$ cat src/sv/utad_pkg.sv
// ----------------------------------------------------------------------------
// utad_pkg
// Shared types, constants and the digit character table of the unsigned
// to ASCII digit converter.
// ----------------------------------------------------------------------------
package utad_pkg;

  localparam int VALUE_BITS_DEF = 32;
  localparam int MAX_RESULTS    = 11;
  localparam int BASE_W         = 2;
  localparam int DIGIT_W        = 4;
  localparam int CHAR_W         = 7;
  localparam int INDEX_W        = 4;
  localparam int LIMIT_W        = 4;
  localparam logic [LIMIT_W-1:0] MAX_CHARS_RST = LIMIT_W'(MAX_RESULTS);

  typedef enum logic [BASE_W-1:0] {
    BASE_DEC  = 2'd0,
    BASE_HEX  = 2'd1,
    BASE_OCT  = 2'd2,
    BASE_NONE = 2'd3
  } base_t;

  typedef enum logic [1:0] {
    ST_IDLE,
    ST_CONV,
    ST_SCAN,
    ST_EMIT
  } state_t;

  // Commands from the sequencer to the digit shift register.
  typedef struct packed {
    logic load;
    logic step_bit;
    logic step_digit;
  } dp_ctrl_t;

  localparam logic [CHAR_W-1:0] DIGIT_TABLE [16] = '{
    7'h30, 7'h31, 7'h32, 7'h33, 7'h34, 7'h35, 7'h36, 7'h37,
    7'h38, 7'h39, 7'h41, 7'h42, 7'h43, 7'h44, 7'h45, 7'h46
  };

endpackage

$ cat src/sv/utad_if.sv
// ----------------------------------------------------------------------------
// utad_if
// Valid/ready channels of the converter: number requests, digit results
// and the max_chars register write.
// ----------------------------------------------------------------------------
interface utad_in_if #(
  parameter int VALUE_BITS = utad_pkg::VALUE_BITS_DEF
);
  logic                          valid;
  logic                          ready;
  logic [VALUE_BITS-1:0]         value;
  logic [utad_pkg::BASE_W-1:0]   base_code;

  modport source (output valid, output value, output base_code, input ready);
  modport sink   (input valid, input value, input base_code, output ready);
endinterface

interface utad_out_if;
  logic                          valid;
  logic                          ready;
  logic [utad_pkg::CHAR_W-1:0]   digit_char;
  logic [utad_pkg::INDEX_W-1:0]  char_index;
  logic                          is_last;

  modport source (output valid, output digit_char, output char_index,
                  output is_last, input ready);
  modport sink   (input valid, input digit_char, input char_index,
                  input is_last, output ready);
endinterface

interface utad_cfg_if;
  logic                          valid;
  logic                          ready;
  logic [utad_pkg::LIMIT_W-1:0]  max_chars;

  modport source (output valid, output max_chars, input ready);
  modport sink   (input valid, input max_chars, output ready);
endinterface

$ cat src/sv/utad_digit_shreg.sv
// ----------------------------------------------------------------------------
// utad_digit_shreg
// Bit-serial conversion datapath: the value shifts out one bit per cycle
// into a chain of 4-bit digit slots, then the digits shift out one slot
// per cycle from the most significant end, unless the result side stalls.
// ----------------------------------------------------------------------------
module utad_digit_shreg #(
  parameter int VALUE_BITS = utad_pkg::VALUE_BITS_DEF
) (
  input  logic                          clk,
  input  utad_pkg::dp_ctrl_t            ctrl,
  input  logic [VALUE_BITS-1:0]         value,
  input  logic [utad_pkg::BASE_W-1:0]   base_code,
  output logic [utad_pkg::DIGIT_W-1:0]  top_digit
);

  // Octal needs the most digit slots of the three bases.
  localparam int NDIG = (VALUE_BITS + 2) / 3;

  logic [VALUE_BITS-1:0]                     bits;
  logic [NDIG-1:0][utad_pkg::DIGIT_W-1:0]    digits;
  logic [NDIG-1:0][utad_pkg::DIGIT_W-1:0]    shifted;
  logic [NDIG-1:0][utad_pkg::DIGIT_W-1:0]    adj;
  logic [NDIG-1:0]                           carry;
  logic                                      is_dec;
  logic                                      is_oct;

  // Each slot doubles and takes the carry of the slot below. In decimal a
  // slot of five or more is corrected by three first, so that it carries
  // at ten. Octal slots use only their low three bits.
  always_comb begin
    for (int i = 0; i < NDIG; i++) begin
      logic cin;
      cin = (i == 0) ? bits[VALUE_BITS-1] : carry[(i == 0) ? 0 : i - 1];
      adj[i] = (is_dec && digits[i] >= 4'd5) ? digits[i] + 4'd3 : digits[i];
      carry[i] = is_oct ? adj[i][2] : adj[i][3];
      shifted[i] = is_oct ? {1'b0, adj[i][1:0], cin} : {adj[i][2:0], cin};
    end
  end

  always_ff @(posedge clk) begin
    if (ctrl.load) begin
      bits   <= value;
      digits <= '0;
      is_dec <= utad_pkg::base_t'(base_code) == utad_pkg::BASE_DEC;
      is_oct <= utad_pkg::base_t'(base_code) == utad_pkg::BASE_OCT;
    end else if (ctrl.step_bit) begin
      bits   <= {bits[VALUE_BITS-2:0], 1'b0};
      digits <= shifted;
    end else if (ctrl.step_digit) begin
      digits <= {digits[NDIG-2:0], {utad_pkg::DIGIT_W{1'b0}}};
    end
  end

  assign top_digit = digits[NDIG-1];

endmodule

$ cat src/sv/utad_ctrl.sv
// ----------------------------------------------------------------------------
// utad_ctrl
// Sequencer of the converter: conversion bit count, leading zero skip,
// character emission and the result output register.
// ----------------------------------------------------------------------------
module utad_ctrl #(
  parameter int VALUE_BITS = utad_pkg::VALUE_BITS_DEF
) (
  input  logic                          clk,
  input  logic                          rst,
  input  logic                          in_valid,
  output logic                          in_ready,
  input  logic [utad_pkg::BASE_W-1:0]   base_code,
  input  logic [utad_pkg::LIMIT_W-1:0]  max_chars,
  input  logic [utad_pkg::DIGIT_W-1:0]  top_digit,
  output utad_pkg::dp_ctrl_t            dp_ctrl,
  output logic                          out_valid,
  input  logic                          out_ready,
  output logic [utad_pkg::CHAR_W-1:0]   out_char,
  output logic [utad_pkg::INDEX_W-1:0]  out_index,
  output logic                          out_last
);

  localparam int NDIG  = (VALUE_BITS + 2) / 3;
  localparam int POS_W = $clog2(NDIG);
  localparam int CNT_W = $clog2(VALUE_BITS + 1);

  utad_pkg::state_t                 state;
  utad_pkg::state_t                 state_next;
  logic [CNT_W-1:0]                 bit_cnt;
  logic [POS_W-1:0]                 pos;
  logic [utad_pkg::INDEX_W-1:0]     k;
  logic [utad_pkg::LIMIT_W-1:0]     limit;
  logic [utad_pkg::LIMIT_W-1:0]     limit_in;
  logic                             go;
  logic                             emit_fire;
  logic                             last;

  assign limit_in = (max_chars > utad_pkg::MAX_CHARS_RST) ? utad_pkg::MAX_CHARS_RST
                                                          : max_chars;
  // A request with the unused base code or a zero limit gives no result.
  assign go = in_valid && (state == utad_pkg::ST_IDLE)
              && (utad_pkg::base_t'(base_code) != utad_pkg::BASE_NONE)
              && (limit_in != '0);
  assign emit_fire = (state == utad_pkg::ST_EMIT) && (!out_valid || out_ready);
  assign last = (pos == '0) || (k == limit - 4'd1);

  always_comb begin
    state_next = state;
    unique case (state)
      utad_pkg::ST_IDLE: begin
        if (go) state_next = utad_pkg::ST_CONV;
      end
      utad_pkg::ST_CONV: begin
        if (bit_cnt == CNT_W'(1)) state_next = utad_pkg::ST_SCAN;
      end
      utad_pkg::ST_SCAN: begin
        if (top_digit != '0 || pos == '0) state_next = utad_pkg::ST_EMIT;
      end
      utad_pkg::ST_EMIT: begin
        if (emit_fire && last) state_next = utad_pkg::ST_IDLE;
      end
      default: state_next = utad_pkg::ST_IDLE;
    endcase
  end

  always_comb begin
    in_ready           = (state == utad_pkg::ST_IDLE);
    dp_ctrl.load       = go;
    dp_ctrl.step_bit   = (state == utad_pkg::ST_CONV);
    dp_ctrl.step_digit = ((state == utad_pkg::ST_SCAN) && top_digit == '0 && pos != '0)
                         || emit_fire;
  end

  always_ff @(posedge clk) begin
    if (rst) begin
      state     <= utad_pkg::ST_IDLE;
      out_valid <= 1'b0;
    end else begin
      state <= state_next;
      if (emit_fire) begin
        out_valid <= 1'b1;
      end else if (out_ready) begin
        out_valid <= 1'b0;
      end
    end
  end

  always_ff @(posedge clk) begin
    if (go) begin
      bit_cnt <= CNT_W'(VALUE_BITS);
      pos     <= POS_W'(NDIG - 1);
      k       <= '0;
      limit   <= limit_in;
    end else begin
      if (state == utad_pkg::ST_CONV) bit_cnt <= bit_cnt - CNT_W'(1);
      if (dp_ctrl.step_digit) pos <= pos - POS_W'(1);
      if (emit_fire) k <= k + 4'd1;
    end
    if (emit_fire) begin
      out_char  <= utad_pkg::DIGIT_TABLE[top_digit];
      out_index <= k;
      out_last  <= last;
    end
  end

endmodule

$ cat src/sv/unsigned_to_ascii_digits_core.sv
// ----------------------------------------------------------------------------
// unsigned_to_ascii_digits_core
// Converts an unsigned number to decimal, hexadecimal or octal ASCII digits.
// ----------------------------------------------------------------------------
// Each request carries a number and a base code; the block returns its
// digits most significant first, one result per character, with leading
// zeros dropped, zero given as a single '0', and at most max_chars
// characters (values above 11 act as 11). A request is accepted, then the
// number is shifted bit by bit through the digit chain, then leading zero
// digits are skipped (at most (VALUE_BITS+2)/3 - 1 of them) until the first
// digit is found, and then each character is emitted through the output
// register, which the result side can stall. A new request is taken once
// the last character of the previous one is in the output register. A
// request with base code 3 or a limit of zero is taken and gives no result.
module unsigned_to_ascii_digits_core #(
  parameter int VALUE_BITS = utad_pkg::VALUE_BITS_DEF
) (
  input  logic       clk,
  input  logic       rst,
  utad_in_if.sink    number,
  utad_out_if.source digits,
  utad_cfg_if.sink   cfg
);

  logic [utad_pkg::LIMIT_W-1:0]  max_chars;
  logic [utad_pkg::DIGIT_W-1:0]  top_digit;
  utad_pkg::dp_ctrl_t            dp_ctrl;

  assign cfg.ready = 1'b1;

  always_ff @(posedge clk) begin
    if (rst) begin
      max_chars <= utad_pkg::MAX_CHARS_RST;
    end else if (cfg.valid) begin
      max_chars <= cfg.max_chars;
    end
  end

  utad_digit_shreg #(
    .VALUE_BITS (VALUE_BITS)
  ) u_shreg (
    .clk       (clk),
    .ctrl      (dp_ctrl),
    .value     (number.value),
    .base_code (number.base_code),
    .top_digit (top_digit)
  );

  utad_ctrl #(
    .VALUE_BITS (VALUE_BITS)
  ) u_ctrl (
    .clk       (clk),
    .rst       (rst),
    .in_valid  (number.valid),
    .in_ready  (number.ready),
    .base_code (number.base_code),
    .max_chars (max_chars),
    .top_digit (top_digit),
    .dp_ctrl   (dp_ctrl),
    .out_valid (digits.valid),
    .out_ready (digits.ready),
    .out_char  (digits.digit_char),
    .out_index (digits.char_index),
    .out_last  (digits.is_last)
  );

endmodule
$ cat src/flat_wrapper.sv
// flat-port wrapper written by rule: the top's interface ports become plain ports
module unsigned_to_ascii_digits_core_flat 
#(
  parameter int VALUE_BITS = utad_pkg::VALUE_BITS_DEF
)
  (clk, rst, number_valid, number_value, number_base_code, number_ready, digits_valid, digits_digit_char, digits_char_index, digits_is_last, digits_ready, cfg_valid, cfg_max_chars, cfg_ready);
  utad_in_if #(.VALUE_BITS(VALUE_BITS)) number_i ();
  utad_out_if digits_i ();
  utad_cfg_if cfg_i ();
  input  logic clk;
  input  logic rst;
  input wire logic [$bits(number_i.valid)-1:0] number_valid;
  input wire logic [$bits(number_i.value)-1:0] number_value;
  input wire logic [$bits(number_i.base_code)-1:0] number_base_code;
  output wire logic [$bits(number_i.ready)-1:0] number_ready;
  output wire logic [$bits(digits_i.valid)-1:0] digits_valid;
  output wire logic [$bits(digits_i.digit_char)-1:0] digits_digit_char;
  output wire logic [$bits(digits_i.char_index)-1:0] digits_char_index;
  output wire logic [$bits(digits_i.is_last)-1:0] digits_is_last;
  input wire logic [$bits(digits_i.ready)-1:0] digits_ready;
  input wire logic [$bits(cfg_i.valid)-1:0] cfg_valid;
  input wire logic [$bits(cfg_i.max_chars)-1:0] cfg_max_chars;
  output wire logic [$bits(cfg_i.ready)-1:0] cfg_ready;
  assign number_i.valid = number_valid;
  assign number_i.value = number_value;
  assign number_i.base_code = number_base_code;
  assign number_ready = number_i.ready;
  assign digits_valid = digits_i.valid;
  assign digits_digit_char = digits_i.digit_char;
  assign digits_char_index = digits_i.char_index;
  assign digits_is_last = digits_i.is_last;
  assign digits_i.ready = digits_ready;
  assign cfg_i.valid = cfg_valid;
  assign cfg_i.max_chars = cfg_max_chars;
  assign cfg_ready = cfg_i.ready;
  unsigned_to_ascii_digits_core #(.VALUE_BITS(VALUE_BITS)) u_core (.clk(clk), .rst(rst), .number(number_i), .digits(digits_i), .cfg(cfg_i));
endmodule
$ cat config.mk
export PLATFORM = sky130hd
export DESIGN_NAME = unsigned_to_ascii_digits_core_flat
export DESIGN_NICKNAME = d
export VERILOG_FILES = /design/src/sv/utad_pkg.sv /design/src/sv/utad_if.sv /design/src/sv/utad_digit_shreg.sv /design/src/sv/utad_ctrl.sv /design/src/sv/unsigned_to_ascii_digits_core.sv /design/src/flat_wrapper.sv
export SDC_FILE = /design/constraint.sdc
export NUM_CORES = 1
export LEC_CHECK = 0
export ABC_AREA = 1
export ABC_CLOCK_PERIOD_IN_PS = 3090
export BUFFER_PORTS_ARGS = -buffer_cell sky130_fd_sc_hd__buf_2
export CORE_MARGIN = 2
export CORE_UTILIZATION = 50
export CTS_CLUSTER_DIAMETER = 150
export DETAILED_ROUTE_END_ITERATION = 10
export GPL_TIMING_DRIVEN = 0
export PLACE_DENSITY = 0.66
export SLEW_MARGIN = 20
export SYNTH_ARGS = -nofsm -noshare
export SYNTH_HDL_FRONTEND = slang
export SYNTH_SLANG_ARGS = --single-unit
export TNS_END_PERCENT = 10
$ cat constraint.sdc
create_clock -name clk -period 3.09 [get_ports clk]
set_input_delay 0.1545 -clock clk [delete_from_list [all_inputs] [get_ports clk]]
set_output_delay 0.1545 -clock clk [all_outputs]
set_load 0.01 [all_outputs]
==> results.cfg, run 1 <==
[outcome]
status = completed

[timing]
fin_crit_sh_pct = 80.7
fmax_ghz = 0.401
min_period_ns = 2.49
setup_viol = 0
tightest_slew_ns = 0.793
finClkSkew_ns = 0.00800
maxSlewViolCount = 0
rsz0062_at_grt = false
fin_setup_tns_ns = 0
relSlewSlack_pct = 47.1
final_hold_viol_count = 0

[clocking]
clockBufferDepth = 2
clock_latency_ns = 0.42
postCtsHoldBufs = 24
post_cts_buffers = 0
h-tree-depth = 4
numCtsBuffers = 17
path_clk_slew_ns = 0.06
cts_tree = yes
cts_root_buffer = clkbuf_16
postCtsResizedCells = 0
cts.sinks = 114

[placement]
dpl.cell_count = 1075
numPortBuffers = 56
gp_congestion = 0.874
hpwl_um = 11000

[die]
num_io_pins = 58
rows = 41
die_w_um = 117
die_h_um = 117
fp.coreArea_sq_um = 12500
dieArea_sq_um = 13700
start_util_pct = 50.9

[run]
maxCapViolCount = 0

[yosys]
synth_area_leaders = edfxtp_1 23%, dfxtp_1 20%, nand2_1 13%
ys_async_sr_fraction_pct = 0
synth_seq_cells = 114
syn_nets = 924
synthCells = 847
synthFlopType = dfxtp_1
synth_edf_count = 49
synthesis.area_sq_um = 6370
avgSynthCellArea_sq_um = 7.52
synth_cell_types = 37
ys_seq_area_share_pct = 43.5
yosys.area.top_type = edfxtp_1
ys_warn_count = 0
synth_top_area_share_pct = 23.1

[routing]
wirelength_um = 16700
final_antenna_net_count = 0
wire_per_inst_um = 14.8
first_iter_violations = 395
num_vias = 5965
vias_per_cell = 5.27
drtPass1Iterations = 5
drc = 0

[layout]
area_growth_pct = 20.9
final_cells = 1131
drive_gt1_share_pct = 12.8
mostFrequentLayoutCell = nand2_1
n_antenna_cell = 0
nNetsFinal = 1023
num-fill-cells = 1143
final_util_pct = 61.5
final_cell_mix = 227 x nand2_1, 101 x inv_1, 79 x a21oi_1, 79 x nor2_1, 71 x buf_2

[grt]
grt_first_pass_wirelength_um = 27300
grt_use_total_pct = 26.0
grt_pass1_vias = 5848
grt_max_degree = 33
antenna_found_initial = 0
grt_overflow = 0

[worst_setup_path]
cp-end-kind = register
crit_path_max_fanout = 32
crit_arrival_ns = 2.49
crit_type = reg2reg
critPathLaunchType = register
cp_data_required_time_ns = 3.08

[power]
power.total_uw = 7940
peakVddDrop_v = 0.000529
power_density_nw_per_um2 = 1030
p_leak_uw = 0.00355

[hold_path]
hp-class = in2reg
## registers in the layout (all words and copies together) (netlist names), 2 cells and up
register	flops
u_core.u_ctrl.pos	4
u_core.u_shreg.bits	32
u_core.u_ctrl.limit	4
u_core.u_ctrl.k	4
u_core.u_ctrl.out_char	6
u_core.u_ctrl.bit_cnt	6
u_core.u_ctrl.state	2
u_core.u_shreg.digits	40
u_core.u_ctrl.out_index	4
u_core.u_shreg.top_digit	4
u_core.max_chars	4
## report_power, final
group	leakage, uW	internal, uW	switching (uW)
Combinational	0.00225	1140	2100
Sequential	0.00101	2300	421
Clock	0.000287	1260	719
Total	0.00355	4700	3240
## Yosys cell counts, types with 2 or more instances
master,instances
clkbuf_1,8
o211ai_1,10
nand3b_1,2
nand2_1,228
o21ai_1,19
a31oi_1,11
buf_6,5
ha_1,34
nand4_1,2
edfxtp_1,49
inv_1,101
inv_2,2
xor2_1,10
o21ai_0,70
a21oi_1,79
nor2_1,79
nor3_1,11
dfxtp_1,65
clkinv_1,2
buf_4,4
o31ai_2,2
xnor2_1,2
nor2_2,2
nand3_1,23
buf_2,15
## kinds of logic (layout without fill, tap and decap cells)
group           count (synthesis)  in the layout  synth area share (%)
compound gates                194            194                  16.3
xor+xnor                       12             12                  1.65
fa+ha+maj                      34             34                  6.68
buf+inv                       139            251                  9.43
flops                         114            114                  43.5
other cells                     1              1                0.0589
simple gates                  353            353                  22.4
## worst max-delay path: stages (launching register included)
cell and delay, ns:
dfxtp_1 0.39, inv_1 0.08, ha_1 0.24, nand2_1 0.08, a21oi_1 0.04, nand2_1 0.17, buf_2 0.29, buf_2 0.30
nand2_2 0.47
## final cells by class
type                       count  area [sq um]  area share (%)
buffer                        33           195            2.53
clock buffer                  18           429            5.57
clock inverter                14           164            2.13
inverter                     106           405            5.26
multi-input combinational    594          3000            38.9
sequential                   114          2770            36.0
tap                          172           215            2.79
timing repair buffer          80           520            6.76
## per-stage QoR
step / cell area [sq um] / worst slack (ns) / hold slack [ns]
floorplan: 6370 / 0.757 / 0.224
global placement: 6870 / 0.159 / 0.372
detailed placement: 6870 / 0.575 / 0.387
CTS: 7700 / 0.555 / 0.000237
global route: 7700 / 0.396 / 0.0170
finish: 7700 / 0.598 / 0.00877
## per-layer routing
layer  GRT usage [%]  vias up  wire [um]
li1                -     2963          -
met1            31.7     2761       7280
met2            44.4      194       7970
met3            5.87       47        995
met4            11.5        0        454
met5               0        -          0
## final timing paths
check	startpoint	endpoint	slack (ns)	cells after the start
setup / recovery	u_core.u_ctrl.state[0]	u_core.u_shreg.bits[26]	0.60	8
hold / removal	number_value[17]	u_core.u_shreg.bits[17]	0.009	3
setup reg to reg	u_core.u_ctrl.state[0]	u_core.u_shreg.bits[26]	0.60	8
hold reg to reg	u_core.u_ctrl.bit_cnt[5]	u_core.u_ctrl.bit_cnt[5]	0.46	2
Power figures use the tool's default switching activity.
==> run 2: changes to the inputs <==
--- a/config.mk
+++ b/config.mk
@@ -6,7 +6,7 @@
 export NUM_CORES = 1
 export LEC_CHECK = 0
 export ABC_AREA = 1
-export ABC_CLOCK_PERIOD_IN_PS = 3090
+export ABC_CLOCK_PERIOD_IN_PS = 2300
 export BUFFER_PORTS_ARGS = -buffer_cell sky130_fd_sc_hd__buf_2
 export CORE_MARGIN = 2
 export CORE_UTILIZATION = 50
==> constraint.sdc (replaced) <==
create_clock -name clk -period 2.3 [get_ports clk]
set_input_delay 0.115 -clock clk [delete_from_list [all_inputs] [get_ports clk]]
set_output_delay 0.115 -clock clk [all_outputs]
set_load 0.01 [all_outputs]
==> run 2 against run 1 <==
Against the previous run: global-route usage up 0.93 points; combinational power rose by 37%; cell count is 1.9% higher; highest routed layer unchanged.
==> results.cfg, run 2 (synthesis gave the netlist of run 1 again) <==
[outcome]
status = completed

[die]
rows = 41
dieArea_sq_um = 13700
die_h_um = 117
num_io_pins = 58
start_util_pct = 50.9
die_w_um = 117
fp.coreArea_sq_um = 12500

[clocking]
cts_tree = yes
cts.sinks = 114
post_cts_buffers = 0
h-tree-depth = 4
numCtsBuffers = 17
path_clk_slew_ns = 0.05
clockBufferDepth = 2
clock_latency_ns = 0.43
cts_root_buffer = clkbuf_16

[placement]
dpl.cell_count = 1075
post_dp_cell_area_sq_um = 6870
gp_congestion = 0.912
hpwl_um = 11000
numPortBuffers = 56

[worst_setup_path]
ff2ff_path_depth = 5
r2r_end = u_core.u_shreg.bits[29]
critPathLaunchType = register
cp-end-kind = register
rr_startpoint = u_core.u_ctrl.state[1]
crit_type = reg2reg
crit_arrival_ns = 2.28
critPathMaxStageDelay_ns = 0.58
slowest_stage = clkbuf_1
crit_path_max_fanout = 32
cp_data_required_time_ns = 2.40
reg2reg_slack_ns = 0.13
crit_chain = inv_1, ha_1, inv_2, clkbuf_1, nand2_8

[grt]
grt_use_total_pct = 27.0
antenna_found_initial = 0
grt_first_pass_wirelength_um = 28200
grt_overflow = 0
grt_pass1_vias = 5938
grt_max_degree = 33

[timing]
rsz0062_at_grt = true
fin_crit_sh_pct = 94.5
tightest_slew_ns = 0.851
final_hold_viol_count = 0
fmax_ghz = 0.460
finClkSkew_ns = 0.0166
whs_ns = 0.0643
maxSlewViolCount = 0
relSlewSlack_pct = 43.2
min_period_ns = 2.17
setup_viol = 0

[layout]
multiInputGateArea_sq_um = 3010
regArea_sq_um = 2770
drive_gt1_share_pct = 12.3
regMostFlops = u_core.u_shreg.digits
num-fill-cells = 1084
area_growth_pct = 24.2
mostFrequentLayoutCell = nand2_1
nNetsFinal = 1045
post-route-cell-area_sq_um = 7910
n_antenna_cell = 0
final_cells = 1153
largest_register_ffs = 40
final_util_pct = 63.2
largest_registers = u_core.u_shreg.digits (40), u_core.u_shreg.bits (32)
final_cell_mix = 227 x nand2_1, 101 x inv_1, 79 x a21oi_1, 79 x nor2_1

[routing]
num_vias = 6093
drtPass1Iterations = 5
wirelength_um = 17300
final_antenna_net_count = 0
first_iter_violations = 655
drc = 0
wire_per_inst_um = 15.0
vias_per_cell = 5.28

[hold_path]
hold_depth = 3
hp-class = in2reg
whs_endpoint = u_core.max_chars[2]
worstHoldStart = cfg_valid

[run]
maxCapViolCount = 0

[power]
peakVddDrop_v = 0.000745
p_leak_uw = 0.00364
power.total_uw = 10600
power_density_nw_per_um2 = 1340
==> run 2: layer usage <==
layer  global-route usage [%]  routed length [um]  vias up
met4                     10.6                 350        0
met2                     46.3                8470      238
met5                        0                   0        -
met1                     32.6                7500     2810
li1                         -                   -     3008
met3                     6.69                 960       37
==> run 2: critical path, delay by kind of cell, from the launching register on <==
| kind | cells | cell delay (ns) |
|---|---|---|
| buf+inv | 3 | 0.88 |
| flops | 1 | 0.37 |
| simple gates | 1 | 0.28 |
| fa+ha+maj | 1 | 0.30 |
==> run 2: how the worst max path moves through the flow <==
| stage | cells past startpoint | endpoint | startpoint | slack (ns) |
|---|---|---|---|---|
| after global placement | 8 | u_core.u_shreg.bits[17] | u_core.u_ctrl.state[0] | -0.18 |
| after global routing | 7 | u_core.u_ctrl.limit[2] | u_core.u_ctrl.state[0] | -0.03 |
| after floorplan | 8 | u_core.u_shreg.bits[0] | u_core.u_ctrl.state[0] | 0.27 |
| after detailed placement | 8 | u_core.u_shreg.bits[16] | u_core.u_ctrl.state[0] | -0.22 |
| final | 5 | u_core.u_shreg.bits[29] | u_core.u_ctrl.state[1] | 0.13 |
| after CTS | 8 | u_core.u_shreg.bits[10] | u_core.u_ctrl.state[0] | 0.02 |
==> run 2: final cells by class <==
cell class	count	share of cell area [%]
Buffer	33	2.52
Tap cell	172	2.72
Clock buffer	20	5.65
Inverter	106	5.13
Multi-Input combinational cell	594	38.1
Sequential cell	114	35.1
Timing Repair Buffer	102	9.37
Clock inverter	12	1.47
==> run 2: stage by stage <==
step | setup WS, ns | setup TNS, ns
floorplan | 0.270 | 0
global placement | -0.182 | -5.80
detailed placement | -0.225 | -7.15
CTS | 0.0244 | 0
global route | -0.0250 | -0.165
finish | 0.128 | 0
==> run 2: timing repair <==
item / in CTS / in global routing
endpoints found under the setup margin: 32 / 47
endpoints found under the hold margin: 38 / 0
hold buffers: 46 / 0
resized for setup: 1 / 3
pin swaps: 0 / 0
==> run 2: where the power goes <==
| part | switching (uW) | internal, uW | total [uW] | leakage [uW] |
|---|---|---|---|---|
| Combinational | 2860 | 1570 | 4430 | 0.00235 |
| Clock | 927 | 1600 | 2530 | 0.000276 |
| Sequential | 567 | 3090 | 3660 | 0.00101 |
| Total | 4350 | 6260 | 10600 | 0.00364 |
